==> src/hdl/itrp_pkg.sv <==
// Shared types, codes and helpers for the interval timer register port.
// No dependencies; imported by interval_timer_register_port_core.
`default_nettype none

package itrp_pkg;

   localparam int unsigned NUM_CHANNELS = 3;
   localparam int unsigned COUNT_WIDTH  = 17;
   localparam int unsigned RELOAD_WIDTH = 16;

   typedef logic [COUNT_WIDTH-1:0]  count_type;
   typedef logic [RELOAD_WIDTH-1:0] reload_type;
   typedef logic [1:0]              chan_sel_type;
   typedef logic [1:0]              access_type;

   // Bus access kinds.
   localparam logic OP_READ  = 1'b0;
   localparam logic OP_WRITE = 1'b1;

   // Port offsets; ports below PORT_CONTROL address counter channels.
   localparam chan_sel_type PORT_CONTROL = 2'd3;

   // Access field of the control word (bits 5:4).
   localparam access_type ACCESS_LATCH = 2'd0;
   localparam access_type ACCESS_LOW   = 2'd1;
   localparam access_type ACCESS_HIGH  = 2'd2;
   localparam access_type ACCESS_WORD  = 2'd3;

   // Channel select value that means a read-back command.
   localparam chan_sel_type SEL_READBACK = 2'd3;

   localparam count_type  COUNT_WRAP   = 17'h10000;
   localparam count_type  COUNT_RESET  = 17'h0FFFF;
   localparam reload_type RELOAD_RESET = 16'hFFFF;

   // A reload of zero counts the full range.
   function automatic count_type reload_to_count(input reload_type r);
      count_type c;
      c = (r == '0) ? COUNT_WRAP : {1'b0, r};
      return c;
   endfunction

endpackage

`default_nettype wire

==> src/hdl/interval_timer_register_port_core.sv <==
// Register port of a three-channel 8254-style interval timer.
// Depends on itrp_pkg for codes, widths and the reload-to-count helper.
`default_nettype none

// Each request item is one byte-wide bus access, a read or a write to port 0..3, and
// produces exactly one response item carrying the read byte (zero for writes). Ports
// 0..2 load and read the counter channels by low byte, high byte or low-then-high;
// port 3 takes control words (latch a count or set the access mode) and reads back the
// last control byte. The channel registers update at the accepting edge and the
// response is held in an output register, so a new request is taken every cycle as
// long as the response side keeps up. There is no count-down, gate or output; the
// mode and BCD fields of a control word have no effect.
module interval_timer_register_port_core
   import itrp_pkg::*;
(
   input  wire logic       clock,
   input  wire logic       reset,
   input  wire logic       req_tvalid,
   output logic            req_tready,
   input  wire logic [7:0] req_tdata,   // [7:0] write_data
   input  wire logic [2:0] req_tuser,   // [0] opcode, [2:1] port
   output logic            rsp_tvalid,
   input  wire logic       rsp_tready,
   output logic [7:0]      rsp_tdata    // [7:0] read_data
);

   count_type    count_ff    [NUM_CHANNELS];
   count_type    count_in    [NUM_CHANNELS];
   reload_type   reload_ff   [NUM_CHANNELS];
   reload_type   reload_in   [NUM_CHANNELS];
   count_type    latch_ff    [NUM_CHANNELS];
   count_type    latch_in    [NUM_CHANNELS];
   logic         latched_ff  [NUM_CHANNELS];
   logic         latched_in  [NUM_CHANNELS];
   logic         low_next_ff [NUM_CHANNELS];
   logic         low_next_in [NUM_CHANNELS];
   access_type   access_ff   [NUM_CHANNELS];
   access_type   access_in   [NUM_CHANNELS];
   logic [7:0]   control_ff;
   logic [7:0]   control_in;
   logic         rsp_valid_ff;
   logic         rsp_valid_in;
   logic [7:0]   rsp_data_ff;
   logic [7:0]   rsp_data_in;

   logic         accept;
   logic         op;
   chan_sel_type port;
   logic [7:0]   wdata;
   chan_sel_type ctl_sel;
   count_type    read_value;

   assign op      = req_tuser[0];
   assign port    = req_tuser[2:1];
   assign wdata   = req_tdata;
   assign ctl_sel = wdata[7:6];

   assign req_tready = !rsp_valid_ff || rsp_tready;
   assign accept     = req_tvalid && req_tready;
   assign rsp_tvalid = rsp_valid_ff;
   assign rsp_tdata  = rsp_data_ff;

   always_comb begin
      count_in    = count_ff;
      reload_in   = reload_ff;
      latch_in    = latch_ff;
      latched_in  = latched_ff;
      low_next_in = low_next_ff;
      access_in   = access_ff;
      control_in  = control_ff;
      rsp_data_in = rsp_data_ff;
      read_value  = '0;

      if (rsp_valid_ff && rsp_tready) begin
         rsp_valid_in = 1'b0;
      end else begin
         rsp_valid_in = rsp_valid_ff;
      end

      if (accept) begin
         rsp_valid_in = 1'b1;
         rsp_data_in  = '0;
         if (op == OP_WRITE) begin
            if (port == PORT_CONTROL) begin
               control_in = wdata;
               if (ctl_sel != SEL_READBACK) begin
                  if (wdata[5:4] == ACCESS_LATCH) begin
                     latch_in[ctl_sel]   = count_ff[ctl_sel];
                     latched_in[ctl_sel] = 1'b1;
                  end else begin
                     access_in[ctl_sel] = wdata[5:4];
                  end
                  low_next_in[ctl_sel] = 1'b1;
               end
            end else begin
               unique case (access_ff[port])
                  // Low-byte access loads the whole reload with a zero high byte.
                  ACCESS_LOW: begin
                     reload_in[port] = {8'h00, wdata};
                     count_in[port]  = reload_to_count({8'h00, wdata});
                  end
                  ACCESS_HIGH: begin
                     reload_in[port] = {wdata, 8'h00};
                     count_in[port]  = reload_to_count({wdata, 8'h00});
                  end
                  ACCESS_WORD: begin
                     if (low_next_ff[port]) begin
                        reload_in[port]   = {reload_ff[port][15:8], wdata};
                        low_next_in[port] = 1'b0;
                     end else begin
                        reload_in[port]   = {wdata, reload_ff[port][7:0]};
                        count_in[port]    = reload_to_count({wdata, reload_ff[port][7:0]});
                        low_next_in[port] = 1'b1;
                     end
                  end
                  // An access field of zero replaces only the low byte of the reload.
                  default: begin
                     reload_in[port] = {reload_ff[port][15:8], wdata};
                     count_in[port]  = reload_to_count({reload_ff[port][15:8], wdata});
                  end
               endcase
            end
         end else begin
            if (port == PORT_CONTROL) begin
               rsp_data_in = control_ff;
            end else begin
               read_value = latched_ff[port] ? latch_ff[port] : count_ff[port];
               unique case (access_ff[port])
                  ACCESS_HIGH: begin
                     rsp_data_in      = read_value[15:8];
                     latched_in[port] = 1'b0;
                  end
                  ACCESS_WORD: begin
                     // In word access the latch is released only once its high byte is read.
                     if (low_next_ff[port]) begin
                        rsp_data_in       = read_value[7:0];
                        low_next_in[port] = 1'b0;
                     end else begin
                        rsp_data_in       = read_value[15:8];
                        low_next_in[port] = 1'b1;
                        latched_in[port]  = 1'b0;
                     end
                  end
                  default: begin
                     rsp_data_in      = read_value[7:0];
                     latched_in[port] = 1'b0;
                  end
               endcase
            end
         end
      end
   end

   always_ff @(posedge clock) begin
      if (reset) begin
         for (int i = 0; i < NUM_CHANNELS; i++) begin
            count_ff[i]    <= COUNT_RESET;
            reload_ff[i]   <= RELOAD_RESET;
            latch_ff[i]    <= '0;
            latched_ff[i]  <= 1'b0;
            low_next_ff[i] <= 1'b1;
            access_ff[i]   <= ACCESS_WORD;
         end
         control_ff   <= '0;
         rsp_valid_ff <= 1'b0;
      end else begin
         count_ff     <= count_in;
         reload_ff    <= reload_in;
         latch_ff     <= latch_in;
         latched_ff   <= latched_in;
         low_next_ff  <= low_next_in;
         access_ff    <= access_in;
         control_ff   <= control_in;
         rsp_valid_ff <= rsp_valid_in;
      end
   end

   always_ff @(posedge clock) begin
      rsp_data_ff <= rsp_data_in;
   end

`ifndef SYNTHESIS
   // A count never goes beyond the full range of one wrap.
   assert property (@(posedge clock) disable iff (reset)
      count_ff[0] <= COUNT_WRAP && count_ff[1] <= COUNT_WRAP && count_ff[2] <= COUNT_WRAP)
      else $error("channel count beyond wrap value");

   assert property (@(posedge clock) disable iff (reset)
      accept |=> rsp_tvalid)
      else $error("accepted item produced no response");

   assert property (@(posedge clock) disable iff (reset)
      accept && op == OP_WRITE |=> rsp_tdata == 8'h00)
      else $error("write access returned nonzero data");

   assert property (@(posedge clock) disable iff (reset)
      accept && op == OP_READ && port == PORT_CONTROL |=> rsp_tdata == $past(control_ff))
      else $error("control read did not return the last control byte");
`endif

endmodule

`default_nettype wire

==> config.mk <==
export PLATFORM = sky130hd
export DESIGN_NAME = interval_timer_register_port_core
export DESIGN_NICKNAME = d
export VERILOG_FILES = /design/src/hdl/itrp_pkg.sv /design/src/hdl/interval_timer_register_port_core.sv
export SDC_FILE = /design/constraint.sdc
export NUM_CORES = 1
export LEC_CHECK = 0
export BUFFER_PORTS_ARGS = -buffer_cell sky130_fd_sc_hd__buf_2
export CAP_MARGIN = 40
export CORE_ASPECT_RATIO = 0.75
export CORE_MARGIN = 2
export CORE_UTILIZATION = 44
export DETAILED_ROUTE_END_ITERATION = 10
export PLACE_DENSITY = 0.71
export SYNTH_ARGS = -nofsm -noshare
export SYNTH_HDL_FRONTEND = slang
export SYNTH_SLANG_ARGS = --single-unit
==> constraint.sdc <==
create_clock -name clock -period 1.8 [get_ports clock]
set_input_delay 0.09 -clock clock [delete_from_list [all_inputs] [get_ports clock]]
set_output_delay 0.09 -clock clock [all_outputs]
set_load 0.005 [all_outputs]
# == Yosys cells after proc, flatten, opt, wreduce, memory -nomap -nowiden ==
# Cells that the tools add are included.
# totals
reg_bits,179
elab_cells,134
# op_classes
n_lt_le_gt_ge,4
bitwise_logic,10
eq_ne,11
n_mux,70
n_reduce_logical,18
# op_table
cell,count
$bwmux W51,5
$bwmux W48,4
$pmux W51 S3,1
$pmux W48 S3,1
$mux W17,8
$mux W16,8
$bmux W17 S2,3
$demux W17 S2,2
$mux W51,1
$mux W48,1
$mux W3,13
$bmux W16 S2,1
$demux W16 S2,1
$logic_not A16 Y1,2
$mux W8,2
$pmux W8 S2,1
$ne A2 B2 Y1 const B,5
$reduce_and A5 Y1,2
$or A3 B3 Y3,3
$reduce_and A3 Y1,3
$logic_not A8 Y1,1
$mux W1,8
$and A3 B3 Y3,2
$bwmux W6,1
other kinds (21),34

# == Depth between registers and ports, before layout ==
# depth
ltp_word,11
ltp_mapped,10

# == Least setup slack after synthesis ==
# OpenSTA, ideal clock, no wires.
# synth_path
path_kind,register to register
start,register access_ff[1] (netlist name)
end,register rsp_data_ff[0] (netlist: rsp_tdata[0]) (data pin)
synth_period_minus_slack_ns,1.998
path_stages_with_launch,9
setup_slack_ns,-0.198
arrival_time_ns,1.725
cell_sequence,dfxtp_1 clkbuf_1 mux2_2 a21o_1 buf_4 o21ai_4 buf_4 mux2i_1 o221ai_1
# synth_between
elab_chain_len,6
word_cells_on_any_way,7
cone_classes,eq/ne: 2; mux: 5
# synth_rtl
item,line_no,source
from (decl),interval_timer_register_port_core.sv:37,access_type access_ff [NUM_CHANNELS];
from (signal assigned),interval_timer_register_port_core.sv:172,access_ff <= access_in;
$bmux W2 S2 (*),interval_timer_register_port_core.sv:128,unique case (access_ff[port])
$mux W2 (implied by the code) (*) (2 in series),interval_timer_register_port_core.sv:128,
$eq A2 B2 Y1,interval_timer_register_port_core.sv:128,
$pmux W8 S2 (*),interval_timer_register_port_core.sv:128,
$mux W8 (*),interval_timer_register_port_core.sv:124,if (port == PORT_CONTROL) begin
to (signal assigned),interval_timer_register_port_core.sv:179,rsp_data_ff <= rsp_data_in;
to (decl),interval_timer_register_port_core.sv:43,logic [7:0] rsp_data_ff;
# Every way passes the cells marked *; elsewhere a longest branch is shown, timed or not. The select of a mux whose other input is x is not followed.
# A chain may end at the register's enable or synchronous reset.

# == Worst setup path after layout ==
# layout_path
start,register access_ff[5] (netlist name)
end,register rsp_data_ff[0] (netlist: rsp_tdata[0]) (data pin)
# The elaborated chain is that of the path after synthesis.

==> results by group <==
Power and ir drop
  • Clk network pwr share: 39.7%
  • Sequential group share of total power: between 40 and 50%
  • Switching Share: 28.1%
  • P_leak: about 0.0046 µW
  • Worst vdd ir: 0.000688 V
  • Comb pwr share: ~17%
  • Int Power: 6670 µW
  • PwrDens: between 800 and 900 nW/µm²
  • Switch Pwr: 2610 µW

Layout
  • Final std cells w/o fill: roughly 1,500
  • Layout overhead on the synthesized area: 24.1%
  • Layout fillers: around 1,800
  • Final #Nets: around 1,200
  • Layout cells sized above 1: approximately a quarter
  • N_diodes: 0

STA
  • Worst setup margin: -36.6 ps
  • Tmin final: around 1800 ps
  • Final hold vios: 0
  • Relative slew slack: 54.4%
  • Unrepaired setup endpoints after global routing: yes
  • Period utilisation layout: 102%
  • Final hold slack: 63.5 ps
  • Final setup violation count: 14
  • Max-slew violations: 0
  • Clk_skew: a little over 10 ps
  • Worst-margin pin slew: a little under 700 ps
  • Fmax: 544 MHz

Global routing
  • First-pass GRT wire length: about 48 mm
  • Vias in the first global route: around 8,600
  • Gr usage total: 28.4%
  • Largest net degree at the start of global routing: 52
  • GR Overflow Total: 0
  • Initial antenna violation count: 0

Route
  • Drt first pass iters: 7
  • Iter 0 DRT Violations: between 1,000 and 1,500
  • Routed Antenna Nets: 0
  • Post-route DRC: 0
  • Via density: roughly 6.2
  • WL final: 31.3 mm
  • Routed length per instance: 21.2 µm
  • Vias: slightly above 9,000

Hold path
  • Worst hold-check path type: in -> reg
  • Worst hold stages: 3
  • Hold path startpoint: req_tdata[0]
  • Hold EP: control_ff[0]

Synthesis
  • Ys Warns: 0
  • Avg Synthesized Cell Area: about 8.4 µm²
  • Synth Net Count: 1,106
  • Post-synth top cells: 165 x dfxtp_1, 137 x nand2_1, 110 x nor2_1, 99 x mux2i_1, 65 x o21ai_0
  • #FFs+latches synth: around 170
  • Mapped Cells: 1,091
  • Most common cell in the netlist: dfxtp_1
  • Post-synth cell types: 68
  • Register area share after synthesis: between 30% and 40%
  • Top-area cell type share of the netlist area: a little over a third
  • Main synth FF type: dfxtp_1
  • Post-Syn Area: 9210 µm²
  • Yosys top cell by area: dfxtp_1
  • Async set or reset register ratio after synthesis: 0%
  • Largest cells by area after synthesis: dfxtp_1 36%, mux2i_1 11%, nand2_1 5.6%
  • EDFF count, synth: 8

Placement
  • Worst slack at placement: -165 ps
  • Port bufs: 24
  • Placer congestion estimate: about 0.94
  • HPWL after detailed placement: 21.2 mm
  • # placed instances: approximately 1,400

Clock tree
  • Clock transition at path regs: around 70 ps
  • Max clock buf depth: 2
  • TritonCTS clock tree: built
  • Root Driver: clkbuf_16
  • Worst-skew pair later-pin latency: 450 ps
  • Clk sink count: 173
  • Cts bufs inserted: 17
  • Htree depth: 4

Floorplan
  • Die ar.: approximately 22,000 µm²
  • DIE WIDTH: 171 µm
  • IO Count: 25
  • Standard-cell rows: 45
  • Starting Density: a little under half
  • Core box area: roughly 20,000 µm²
  • Die height: between 100 and 150 µm

Worst setup path
  • FF-to-FF path depth: 7
  • Worst Setup Start Kind: register
  • CP Max Fanout: 8
  • R2R setup slack: -40 ps
  • Required @ worst endpoint: a little under 2000 ps
  • R2R Path End: rsp_tdata[0]
  • Setup CP Type: reg -> reg
  • Critical Path End Type: register
  • R2R Path Start: access_ff[5]
  • CP arrival: around 2000 ps

Job
  • Max_cap viols: 0

Outcome
  • Failing checks: negative setup slack
  • Status: finished, violations left
-- timing repair --
action | CTS | global route
hold buffers | 2 | 0
gates cloned | 1 | 2
buffers inserted | 6 | 6
endpoints found under the setup margin | 57 | 118
gates resized for setup | 29 | 56
hold endpoints to repair | 1 | 0
pin swaps | 4 | 16
-- kinds of logic (layout without fill, tap and decap cells) --
family	Yosys count	after routing	share of synthesized area [%]
DFF	173	173	38.5
and+or+nand+nor	380	381	18.9
buffers and inverters	116	216	6.38
AOI/OAI and AO/OA	313	313	24.1
muxes	109	109	12.1
-- final cells by class --
cell class / instances / area (µm²) / share of cell area [%]
multi-input cells: 803 / 5390 / 47.2
flip-flops and latches: 173 / 3550 / 31.1
repair buffers: 176 / 1530 / 13.4
clock buffers: 24 / 493 / 4.31
well taps: 282 / 353 / 3.09
clock inverters: 8 / 81.3 / 0.711
inverters: 8 / 30.0 / 0.263
-- how the worst max path moves through the flow --
stage | from | to | slack (ps)
6_report | access_ff[5] | rsp_tdata[0] | -40
3_3_place_gp | req_tuser[2] | reload_ff[19] | -170
2_1_floorplan | access_ff[1] | rsp_tdata[0] | -50
3_5_place_dp | req_tuser[2] | reload_ff[19] | -170
5_1_grt | access_ff[5] | rsp_tdata[0] | -110
4_1_cts | access_ff[5] | rsp_tdata[1] | -40
-- cells in the final DEF (no fill, tap or decap), types with 6 or more instances in the layout --
cell type  count
nor3_1        63
o22ai_1       16
dfxtp_1      158
a21boi_0       6
nand2_1      137
buf_2         22
o221ai_1       6
or3_4          9
clkbuf_16     19
a31oi_1       27
nor2_1       104
buf_4        125
nor3b_1        9
edfxtp_1       8
a211o_1       17
dfxtp_2        6
buf_6         10
mux2i_2        6
a22o_1         7
a21oi_1       45
o21ai_0       61
o211ai_1      30
nor2_2         7
nand3_1       16
mux2i_1       91
mux2_2         8
a22oi_1        9
inv_1          8
buf_12        16
o21ai_1        8
a221o_1       25
-- metrics by stage --
step / utilization, % / setup TNS, ps / total power, µW / instance area [µm²]
3_3_place_gp: 50.8 / -4360 / 5460 / 10400
6_report: 56.1 / -186 / 9280 / 11400
3_5_place_dp: 50.8 / -6530 / 5480 / 10400
2_1_floorplan: - / -298 / 4960 / 9270
5_1_grt: 56.1 / -2530 / 9550 / 11400
4_1_cts: 54.8 / -155 / 9190 / 11200
-- worst max-delay path, cell delays in order, from the launching register on --
cell and delay [ps]:
dfxtp_2 320, mux2_4 290, a21o_4 230, o21ai_4 100, buf_12 200, buf_6 110, mux2i_1 180, o221ai_1 130
-- routing by layer --
| metal | vias to the layer above | routed length [µm] | track usage (%) | part of all wire, % |
|---|---|---|---|---|
| met5 | - | 0 | 0 | 0 |
| met4 | 0 | 826 | 8.82 | 2.6 |
| met3 | 82 | 3130 | 7.64 | 10 |
| met2 | 465 | 13500 | 42.7 | 43 |
| met1 | 4417 | 13900 | 39.9 | 44 |
| li1 | 4191 | - | - | - |
-- registers in the layout, summed over array words and instances, names as in the netlist --
| name | cells |
|---|---|
| low_next_ff | 3 |
| rsp_tvalid | 1 |
| control_ff | 8 |
| latch_ff | 48 |
| rsp_tdata | 8 |
| access_ff | 6 |
| reload_ff | 48 |
| count_ff | 48 |
| latched_ff | 3 |
-- power by group through the flow --
| stage | sequential [µW] | clock (µW) | combinational (µW) |
|---|---|---|---|
| floorplan | 4110 | 0 | 856 |
| global placement | 4130 | 0 | 1330 |
| detailed placement | 4130 | 0 | 1350 |
| CTS | 4050 | 3700 | 1450 |
| global route | 4060 | 3850 | 1640 |
| finish | 4050 | 3680 | 1550 |
Power figures use the tool's default switching activity.
